[src/rtl/core/crs_pkg.sv]
// Shared types and constants for the Catmull-Rom segment sampler.
`timescale 1ns / 1ps

package crs_pkg;

    // Width of the step register and its value after reset (about 0.02 in Q0.16).
    localparam int unsigned T_STEP_BITS = 16;
    localparam logic [T_STEP_BITS-1:0] T_STEP_RESET = 16'd1311;

    // Register index of the step register on the configuration port.
    localparam logic REG_T_STEP = 1'b0;

    // Horner step that the shared multiplier performs in a given cycle.
    typedef enum logic [1:0] {
        STEP_H1,
        STEP_H2,
        STEP_H3
    } crs_step_t;

    // Commands from the controller to the datapath.
    typedef struct packed {
        logic      accept;
        logic      coef_en;
        logic      mul_en;
        crs_step_t step;
        logic      out_load;
        logic      t_adv;
        logic      shift;
    } crs_cmd_t;

    // Status from the datapath to the controller.
    typedef struct packed {
        logic held_full;
        logic t_last;
        logic out_free;
    } crs_status_t;

endpackage

[src/rtl/core/crs_axis.sv]
// One coordinate axis: segment coefficients and iterative Horner evaluation.
`timescale 1ns / 1ps

module crs_axis #(
    parameter int unsigned COORD_BITS  = 16,
    parameter int unsigned T_FRAC_BITS = 16
) (
    input  logic                          aclk,
    input  crs_pkg::crs_cmd_t             cmd,
    input  logic signed [COORD_BITS-1:0]  p1,
    input  logic signed [COORD_BITS-1:0]  p2,
    input  logic signed [COORD_BITS-1:0]  p3,
    input  logic signed [COORD_BITS-1:0]  p4,
    input  logic        [T_FRAC_BITS-1:0] t,
    output logic signed [COORD_BITS-1:0]  value
);
    import crs_pkg::*;

    // Internal width covers 2*v(t) and all Horner partial results with margin.
    localparam int unsigned W  = COORD_BITS + 6;
    localparam int unsigned PW = W + T_FRAC_BITS + 1;
    localparam logic signed [PW-1:0] HALF = PW'(64'sd1 <<< (T_FRAC_BITS - 1));
    localparam logic signed [W-1:0] VMAX = W'((64'sd1 <<< (COORD_BITS - 1)) - 64'sd1);
    localparam logic signed [W-1:0] VMIN = -VMAX - W'(64'sd1);

    logic signed [W-1:0] e1, e2, e3, e4;
    logic signed [W-1:0] a_reg, b_reg, c_reg, p2x2_reg, h_reg;
    logic signed [W-1:0] a_next, b_next, c_next, h_next;
    logic signed [W-1:0] mul_a;
    logic signed [T_FRAC_BITS:0] mul_b;
    logic signed [PW-1:0] prod, rnd_full;
    logic signed [W-1:0] rnd;
    logic signed [W-1:0] half_w;

    // Sign-extend the four window points.
    assign e1 = W'(p1);
    assign e2 = W'(p2);
    assign e3 = W'(p3);
    assign e4 = W'(p4);

    // Segment coefficients: a = P3-P1, b = 2P1-5P2+4P3-P4, c = -P1+3P2-3P3+P4.
    assign a_next = e3 - e1;
    assign b_next = (e1 <<< 1) - (e2 <<< 2) - e2 + (e3 <<< 2) - e4;
    assign c_next = (e2 <<< 1) + e2 - e1 - (e3 <<< 1) - e3 + e4;

    // Shared multiplier with rounding to the nearest, ties toward plus infinity.
    always_comb begin
        unique case (cmd.step)
            STEP_H1: mul_a = c_reg;
            STEP_H2: mul_a = b_reg + h_reg;
            STEP_H3: mul_a = h_reg;
            default: mul_a = h_reg;
        endcase
    end

    assign mul_b    = signed'({1'b0, t});
    assign prod     = PW'(mul_a) * PW'(mul_b);
    assign rnd_full = (prod + HALF) >>> T_FRAC_BITS;
    assign rnd      = rnd_full[W-1:0];

    // Accumulate the Horner result of each step.
    always_comb begin
        unique case (cmd.step)
            STEP_H1: h_next = rnd;
            STEP_H2: h_next = a_reg + rnd;
            STEP_H3: h_next = p2x2_reg + rnd;
            default: h_next = rnd;
        endcase
    end

    always_ff @(posedge aclk) begin
        if (cmd.coef_en) begin
            a_reg    <= a_next;
            b_reg    <= b_next;
            c_reg    <= c_next;
            p2x2_reg <= e2 <<< 1;
        end
        if (cmd.mul_en) begin
            h_reg <= h_next;
        end
    end

    // Halve 2*v(t) with rounding and saturate to the coordinate range.
    assign half_w = (h_reg + W'(64'sd1)) >>> 1;

    always_comb begin
        if (half_w > VMAX) begin
            value = VMAX[COORD_BITS-1:0];
        end else if (half_w < VMIN) begin
            value = VMIN[COORD_BITS-1:0];
        end else begin
            value = half_w[COORD_BITS-1:0];
        end
    end

endmodule

[src/rtl/core/crs_dpath.sv]
// Datapath: point window, parameter counter, two axis units and the output register.
`timescale 1ns / 1ps

module crs_dpath #(
    parameter int unsigned COORD_BITS  = 16,
    parameter int unsigned T_FRAC_BITS = 16
) (
    input  logic                                 aclk,
    input  logic                                 aresetn,
    input  crs_pkg::crs_cmd_t                    cmd,
    output crs_pkg::crs_status_t                 status,
    input  logic signed [COORD_BITS-1:0]         s_point_x,
    input  logic signed [COORD_BITS-1:0]         s_point_y,
    input  logic                                 s_first_point,
    input  logic [crs_pkg::T_STEP_BITS-1:0]      t_step,
    input  logic                                 m_ready,
    output logic                                 m_valid,
    output logic signed [COORD_BITS-1:0]         m_curve_x,
    output logic signed [COORD_BITS-1:0]         m_curve_y,
    output logic                                 m_last_sample
);
    import crs_pkg::*;

    localparam int unsigned SUMW = ((T_FRAC_BITS > T_STEP_BITS) ? T_FRAC_BITS : T_STEP_BITS) + 2;
    localparam logic [SUMW-1:0] MIN_STEP = SUMW'(1) << (T_FRAC_BITS - 6);
    localparam logic [SUMW-1:0] T_ONE    = SUMW'(1) << T_FRAC_BITS;

    logic signed [COORD_BITS-1:0] win_x_reg [3];
    logic signed [COORD_BITS-1:0] win_y_reg [3];
    logic signed [COORD_BITS-1:0] px_reg, py_reg;
    logic [1:0]                   held_reg;
    logic [T_FRAC_BITS-1:0]       t_reg;
    logic [SUMW-1:0]              step_ext, step_eff, t_sum;
    logic signed [COORD_BITS-1:0] vx, vy;
    logic                         out_valid_reg;

    // Window of held points, oldest first; a first point empties it.
    always_ff @(posedge aclk) begin
        if (!aresetn) begin
            for (int i = 0; i < 3; i++) begin
                win_x_reg[i] <= '0;
                win_y_reg[i] <= '0;
            end
            held_reg <= '0;
        end else if (cmd.accept && s_first_point) begin
            for (int i = 0; i < 3; i++) begin
                win_x_reg[i] <= '0;
                win_y_reg[i] <= '0;
            end
            held_reg <= '0;
        end else if (cmd.shift) begin
            win_x_reg[0] <= win_x_reg[1];
            win_x_reg[1] <= win_x_reg[2];
            win_x_reg[2] <= px_reg;
            win_y_reg[0] <= win_y_reg[1];
            win_y_reg[1] <= win_y_reg[2];
            win_y_reg[2] <= py_reg;
            if (held_reg != 2'd3) begin
                held_reg <= held_reg + 2'd1;
            end
        end
    end

    // Incoming point, held until the segment is done.
    always_ff @(posedge aclk) begin
        if (cmd.accept) begin
            px_reg <= s_point_x;
            py_reg <= s_point_y;
        end
    end

    // Parameter counter; the step is clamped so a segment has at most 64 samples.
    assign step_ext = SUMW'(t_step);
    assign step_eff = (step_ext < MIN_STEP) ? MIN_STEP : step_ext;
    assign t_sum    = SUMW'(t_reg) + step_eff;

    always_ff @(posedge aclk) begin
        if (cmd.accept) begin
            t_reg <= '0;
        end else if (cmd.t_adv) begin
            t_reg <= t_sum[T_FRAC_BITS-1:0];
        end
    end

    // Axis units share the commands and parameter; each takes its own axis of the window.
    crs_axis #(
        .COORD_BITS (COORD_BITS),
        .T_FRAC_BITS(T_FRAC_BITS)
    ) u_axis_x (
        .aclk (aclk),
        .cmd  (cmd),
        .p1   (win_x_reg[0]),
        .p2   (win_x_reg[1]),
        .p3   (win_x_reg[2]),
        .p4   (px_reg),
        .t    (t_reg),
        .value(vx)
    );

    crs_axis #(
        .COORD_BITS (COORD_BITS),
        .T_FRAC_BITS(T_FRAC_BITS)
    ) u_axis_y (
        .aclk (aclk),
        .cmd  (cmd),
        .p1   (win_y_reg[0]),
        .p2   (win_y_reg[1]),
        .p3   (win_y_reg[2]),
        .p4   (py_reg),
        .t    (t_reg),
        .value(vy)
    );

    // Output register holds one sample until the request is taken.
    always_ff @(posedge aclk) begin
        if (!aresetn) begin
            out_valid_reg <= 1'b0;
        end else if (cmd.out_load) begin
            out_valid_reg <= 1'b1;
        end else if (m_ready) begin
            out_valid_reg <= 1'b0;
        end
    end

    always_ff @(posedge aclk) begin
        if (cmd.out_load) begin
            m_curve_x     <= vx;
            m_curve_y     <= vy;
            m_last_sample <= (t_sum >= T_ONE);
        end
    end

    assign m_valid          = out_valid_reg;
    assign status.held_full = (held_reg == 2'd3);
    assign status.t_last    = (t_sum >= T_ONE);
    assign status.out_free  = !out_valid_reg || m_ready;

endmodule

[src/rtl/core/crs_ctrl.sv]
// Controller: sequences one point through coefficient setup, sampling and window shift.
`timescale 1ns / 1ps

module crs_ctrl (
    input  logic                 aclk,
    input  logic                 aresetn,
    input  logic                 s_valid,
    output logic                 s_ready,
    input  crs_pkg::crs_status_t status,
    output crs_pkg::crs_cmd_t    cmd
);
    import crs_pkg::*;

    typedef enum logic [2:0] {
        ST_IDLE,
        ST_CHECK,
        ST_COEF,
        ST_H1,
        ST_H2,
        ST_H3,
        ST_EMIT,
        ST_SHIFT
    } state_t;

    state_t state_reg;

    // State register.
    always_ff @(posedge aclk) begin
        if (!aresetn) begin
            state_reg <= ST_IDLE;
        end else begin
            unique case (state_reg)
                ST_IDLE: begin
                    if (s_valid) begin
                        state_reg <= ST_CHECK;
                    end
                end
                ST_CHECK: state_reg <= status.held_full ? ST_COEF : ST_SHIFT;
                ST_COEF:  state_reg <= ST_H1;
                ST_H1:    state_reg <= ST_H2;
                ST_H2:    state_reg <= ST_H3;
                ST_H3:    state_reg <= ST_EMIT;
                ST_EMIT: begin
                    if (status.out_free) begin
                        state_reg <= status.t_last ? ST_SHIFT : ST_H1;
                    end
                end
                ST_SHIFT: state_reg <= ST_IDLE;
                default:  state_reg <= ST_IDLE;
            endcase
        end
    end

    assign s_ready = (state_reg == ST_IDLE);

    // Command decode from the current state.
    always_comb begin
        cmd          = '0;
        cmd.step     = STEP_H1;
        cmd.accept   = (state_reg == ST_IDLE) && s_valid;
        cmd.coef_en  = (state_reg == ST_COEF);
        cmd.shift    = (state_reg == ST_SHIFT);
        unique case (state_reg)
            ST_H1: begin
                cmd.mul_en = 1'b1;
                cmd.step   = STEP_H1;
            end
            ST_H2: begin
                cmd.mul_en = 1'b1;
                cmd.step   = STEP_H2;
            end
            ST_H3: begin
                cmd.mul_en = 1'b1;
                cmd.step   = STEP_H3;
            end
            ST_EMIT: begin
                cmd.out_load = status.out_free;
                cmd.t_adv    = status.out_free && !status.t_last;
            end
            default: begin
                cmd.mul_en = 1'b0;
            end
        endcase
    end

endmodule

[src/rtl/core/catmull_rom_segment_sampler_top.sv]
// Top level of the Catmull-Rom segment sampler: register port, controller and datapath.
//
//   Channel   Direction  Request carries
//   s_        in         point_x, point_y, first_point
//   m_        out        curve_x, curve_y, last_sample
//   APB       in         t_step register (index 0 at byte address 0)
//
// A point that completes a window of four yields N samples before the next point is accepted,
// N being its sample count (at most 64; 50 at the reset step).
// Each sample is made in three Horner steps through the per-axis multiplier
// and then loaded into the output register. A point that starts or fills the window
// is only shifted in, without sampling. A stalled output holds the sampler in its load cycle.
// Reset is synchronous and active low; it clears the window and sets t_step to 1311.
`timescale 1ns / 1ps

module catmull_rom_segment_sampler_top #(
    parameter int unsigned COORD_BITS  = 16,
    parameter int unsigned T_FRAC_BITS = 16
) (
    input  logic                         aclk,
    input  logic                         aresetn,
    input  logic                         s_valid,
    output logic                         s_ready,
    input  logic signed [COORD_BITS-1:0] s_point_x,
    input  logic signed [COORD_BITS-1:0] s_point_y,
    input  logic                         s_first_point,
    output logic                         m_valid,
    input  logic                         m_ready,
    output logic signed [COORD_BITS-1:0] m_curve_x,
    output logic signed [COORD_BITS-1:0] m_curve_y,
    output logic                         m_last_sample,
    input  logic                         psel,
    input  logic                         penable,
    input  logic                         pwrite,
    input  logic [2:0]                   paddr,
    input  logic [31:0]                  pwdata,
    output logic [31:0]                  prdata,
    output logic                         pready
);
    import crs_pkg::*;

    logic [T_STEP_BITS-1:0] t_step_reg;
    logic                   cfg_write;
    crs_cmd_t               cmd;
    crs_status_t            status;

    // Configuration register.
    assign pready    = 1'b1;
    assign cfg_write = psel && penable && pwrite && pready && (paddr[2] == REG_T_STEP);

    always_ff @(posedge aclk) begin
        if (!aresetn) begin
            t_step_reg <= T_STEP_RESET;
        end else if (cfg_write) begin
            t_step_reg <= pwdata[T_STEP_BITS-1:0];
        end
    end

    assign prdata = (paddr[2] == REG_T_STEP) ? {{(32 - T_STEP_BITS){1'b0}}, t_step_reg} : '0;

    crs_ctrl u_ctrl (
        .aclk   (aclk),
        .aresetn(aresetn),
        .s_valid(s_valid),
        .s_ready(s_ready),
        .status (status),
        .cmd    (cmd)
    );

    crs_dpath #(
        .COORD_BITS (COORD_BITS),
        .T_FRAC_BITS(T_FRAC_BITS)
    ) u_dpath (
        .aclk         (aclk),
        .aresetn      (aresetn),
        .cmd          (cmd),
        .status       (status),
        .s_point_x    (s_point_x),
        .s_point_y    (s_point_y),
        .s_first_point(s_first_point),
        .t_step       (t_step_reg),
        .m_ready      (m_ready),
        .m_valid      (m_valid),
        .m_curve_x    (m_curve_x),
        .m_curve_y    (m_curve_y),
        .m_last_sample(m_last_sample)
    );

`ifndef SYNTHESIS
    // An accepted point keeps the input closed for at least the next cycle.
    a_busy_after_accept: assert property (@(posedge aclk) disable iff (!aresetn)
        s_valid && s_ready |=> !s_ready)
        else $error("input ready right after a point was accepted");

    // A sample is only loaded when the output register can take it.
    a_load_when_free: assert property (@(posedge aclk) disable iff (!aresetn)
        cmd.out_load |-> status.out_free)
        else $error("output register overwritten while a request was pending");

    // A register write lands in t_step.
    a_cfg_write: assert property (@(posedge aclk) disable iff (!aresetn)
        cfg_write |=> t_step_reg == $past(pwdata[T_STEP_BITS-1:0]))
        else $error("t_step write lost");
`endif

endmodule

[config.mk]
export PLATFORM = sky130hd
export DESIGN_NAME = catmull_rom_segment_sampler_top
export DESIGN_NICKNAME = d
export VERILOG_FILES = /design/src/rtl/core/crs_pkg.sv /design/src/rtl/core/crs_axis.sv /design/src/rtl/core/crs_dpath.sv /design/src/rtl/core/crs_ctrl.sv /design/src/rtl/core/catmull_rom_segment_sampler_top.sv
export SDC_FILE = /design/constraint.sdc
export NUM_CORES = 2
export LEC_CHECK = 0
export BUFFER_PORTS_ARGS = -buffer_cell sky130_fd_sc_hd__buf_2
export CORE_MARGIN = 2
export CORE_UTILIZATION = 60
export CTS_CLUSTER_DIAMETER = 80
export CTS_CLUSTER_SIZE = 24
export DETAILED_ROUTE_END_ITERATION = 7
export PLACE_DENSITY_LB_ADDON = 0.25
export SLEW_MARGIN = 20
export SYNTH_ARGS = -nofsm -noshare
export SYNTH_HDL_FRONTEND = slang
export SYNTH_SLANG_ARGS = --single-unit
export TNS_END_PERCENT = 20
[constraint.sdc]
create_clock -name aclk -period 10.3 [get_ports aclk]
set_input_delay 2.06 -clock aclk [delete_from_list [all_inputs] [get_ports aclk]]
set_output_delay 2.06 -clock aclk [all_outputs]
set_load 0.02 [all_outputs]
==> flow_metrics.py <==
metrics = {
    "floorplanning": {
        "io_pins": 143,
        "initial_utilization_pct": 60.4,
        "die_x_um": 316,
        "fp-row-count": 114,
        "core-area_um2": 96400,
        "dieHeight_um": 316,
        "die_area_um2": 99500,
    },
    "worst_setup_path": {
        "crit_top_cell": "fa_1",
        "arrival_ns": 11.15,
        "worstSetupStartpoint": "u_dpath.u_axis_y.h_reg[0]",
        "cp_max_fo": 4,
        "r2r_end": "u_dpath.u_axis_y.h_reg[21]",
        "critPathKind": "reg2reg",
        "r2r-start": "u_dpath.u_axis_y.h_reg[0]",
        "r2r_slack_ns": -0.49,
        "reg2reg_depth": 50,
        "slowest_delay_ns": 0.51,
        "end_kind": "flip-flop",
        "required_ns": 10.66,
        "cpMaxStageDelayCell": "fa_2",
        "start_kind": "flip-flop",
    },
    "final_layout": {
        "layout.nets": 8030,
        "final_cells": 7825,
        "final_layout_size_suffix_gt1_share_pct": 15.3,
        "area_delta_synth_final_pct": 13.9,
        "nFillCells": 7358,
        "final_core_util_pct": 68.8,
    },
    "sta": {
        "grt_setup_unrepaired": "true",
        "hold_viol_final": 0,
        "drv_slew": 0,
        "tns_ns": -1.87,
        "setup_slack_ns": -0.486,
        "fin_crit_sh_pct": 105,
        "fin_worst_skew_ns": 0.0215,
        "slew_headroom_pct": 34.2,
        "worstMarginPinSlew_ns": 0.986,
        "fmax_ghz": 0.0927,
        "setup_viol": 9,
        "min_period_ns": 10.79,
    },
    "route": {
        "drtAntennaViolNets": 0,
        "drc": 0,
        "drt_first_iter_violations": 3258,
        "wl_um": 145000,
        "viasPerCell": 5.53,
        "routedWlPerCell_um": 18.6,
        "dr.pass1.iters": 6,
        "vias": 43300,
    },
    "synth": {
        "ys_ff_latch": 397,
        "syn-instance-count": 6004,
        "synth.distinct_cells": 90,
        "synth_area_leader_cell": "fa_1",
        "yosys-top-cells-count": "inv_1 (1226), fa_1 (926), ha_1 (497)",
        "syn-cell-area_um2": 58200,
        "yosysMostFrequentCell": "inv_1",
        "synth_edf_count": 359,
        "synthFlopType": "edfxtp_1",
        "ys_async_sr_fraction_pct": 0,
        "ys_seq_area_share_pct": 19.8,
        "postSynthAreaPerCell_um2": 9.70,
        "synth_top_area_share_pct": 31.8,
        "synth.area.top_cells": "fa_1 (32%), edfxtp_1 (19%), ha_1 (11%)",
        "yosysWarnings": 0,
    },
    "placement": {
        "dp_cells": 7732,
        "place.gp.congestion": 0.911,
        "hpwlAfterDp_um": 120000,
        "io_buffers": 107,
        "dp_slack_ns": -0.914,
    },
    "clock_tree": {
        "cts_htree_levels": 1,
        "cts_sinks": 397,
        "insertion_delay_ns": 0.61,
        "cts_buffer_depth": 3,
        "numCtsBuffers": 27,
        "cts_tree": "yes",
        "root_buffer": "clkbuf_16",
        "clkTransAtPathRegs_ns": 0.09,
    },
    "run_status": {
        "violations": "setup timing",
        "outcome": "finished with violations",
    },
    "grt": {
        "grt_max_degree": 155,
        "antenna_found_initial": 4,
        "grtUsageTotal_pct": 30.1,
        "grt_pass1_wl_um": 237000,
        "overflow": 0,
        "first_global_vias": 45300,
    },
    "pwr": {
        "worst_ir_drop_vdd_mv": 0.212,
        "p_leak_nw": 32.3,
        "powerDensity_nw_per_um2": 270,
    },
    "min_path": {
        "hold_class": "reg2reg",
        "hp-start": "t_step_reg[6]",
        "holdPathEnd": "t_step_reg[6]",
        "hold_depth": 2,
    },
    "run": {
        "drv_cap": 0,
    },
}
-- critical path, delay by kind of cell, from the launching register on --
| family | cells | cell delay (ns) |
|---|---|---|
| XOR/XNOR | 2 | 0.30 |
| AO/OA/AOI/OAI | 21 | 3.89 |
| flip-flops | 1 | 0.41 |
| AND/OR/NAND/NOR | 4 | 0.65 |
| multiplexers | 1 | 0.35 |
| adder cells (fa/ha/maj) | 10 | 3.81 |
| buffers and inverters | 12 | 1.13 |
-- final cells by class --
cell class                 instances  area (um2)  share of cell area, %
antenna                            1        2.50                0.00377
clock buffer                      30         687                   1.04
clock inverter                    15         214                  0.323
inverter                        1228        4610                   6.95
multi-input combinational       4168       42300                   63.8
sequential                       397       11500                   17.4
tap                             1276        1600                   2.41
timing repair buffer             710        5340                   8.05
-- metrics by stage --
step | hold WS [ns] | instance area (um2) | total power [mW]
after floorplan | 0.440 | 58400 | 11.3
after global placement | 0.464 | 64100 | 15.6
after detailed placement | 0.468 | 64100 | 16.0
after CTS | 0.483 | 65800 | 17.5
after global routing | 0.505 | 66300 | 19.4
final | 0.484 | 66300 | 17.9
-- where the power goes --
part	switching, mW	internal [mW]	total (mW)	leakage, nW
registers	0.395	2.73	3.13	3.74
clock network	0.629	0.520	1.15	0.429
logic	7.69	5.95	13.6	28.1
total	8.71	9.20	17.9	32.3
-- repair_timing --
action,in CTS,in global routing
buffers inserted,35,11
pin swaps,140,78
gates resized for setup,143,94
hold buffers,0,0
endpoints found under the setup margin,24,28
gates cloned,1,0
-- worst max-delay path by stage --
stage                                 endpoint  slack (ns)
floorplan           u_dpath.u_axis_y.h_reg[21]      -0.004
global placement    u_dpath.u_axis_y.h_reg[20]       -0.74
detailed placement  u_dpath.u_axis_y.h_reg[18]       -0.91
CTS                 u_dpath.u_axis_y.h_reg[21]       -0.40
global route        u_dpath.u_axis_y.h_reg[21]       -0.97
finish              u_dpath.u_axis_y.h_reg[21]       -0.49
-- logic make-up (layout without fill, tap and decap cells) --
| kind of cell | count (synthesis) | after routing | share of synthesized area, % |
|---|---|---|---|
| buf+inv | 1454 | 1983 | 9.52 |
| other cells | 2 | 18 | 0.0129 |
| mux | 17 | 17 | 0.305 |
| xor+xnor | 266 | 266 | 4.01 |
| flops | 397 | 397 | 19.8 |
| fa+ha+maj | 1423 | 1423 | 42.5 |
| compound gates | 842 | 842 | 9.64 |
| simple gates | 1603 | 1603 | 14.2 |
-- layout by cell type, fill, tap and decap left out, drive strengths merged, types with 38 or more instances in the layout --
master and n:
o21ai 189, a22oi 41, nand3 78, a21oi 200
xor2 97, inv 1235, buf 708, nor2b 165
edfxtp 359, fa 926, ha 497, xnor2 169
nor2 230, nand2 440, dfxtp 38, nor3 74
nand2b 91, and2 396, a21o 84, o21a 47
-- per-layer routing --
metal	up-vias	wire (um)	track usage [%]
met3	231	8950	3.21
li1	20100	-	-
met5	-	31	0
met4	4	4390	8.34
met2	1284	68200	48.9
met1	21600	63800	43.3
(Power assumes the default switching activity.)
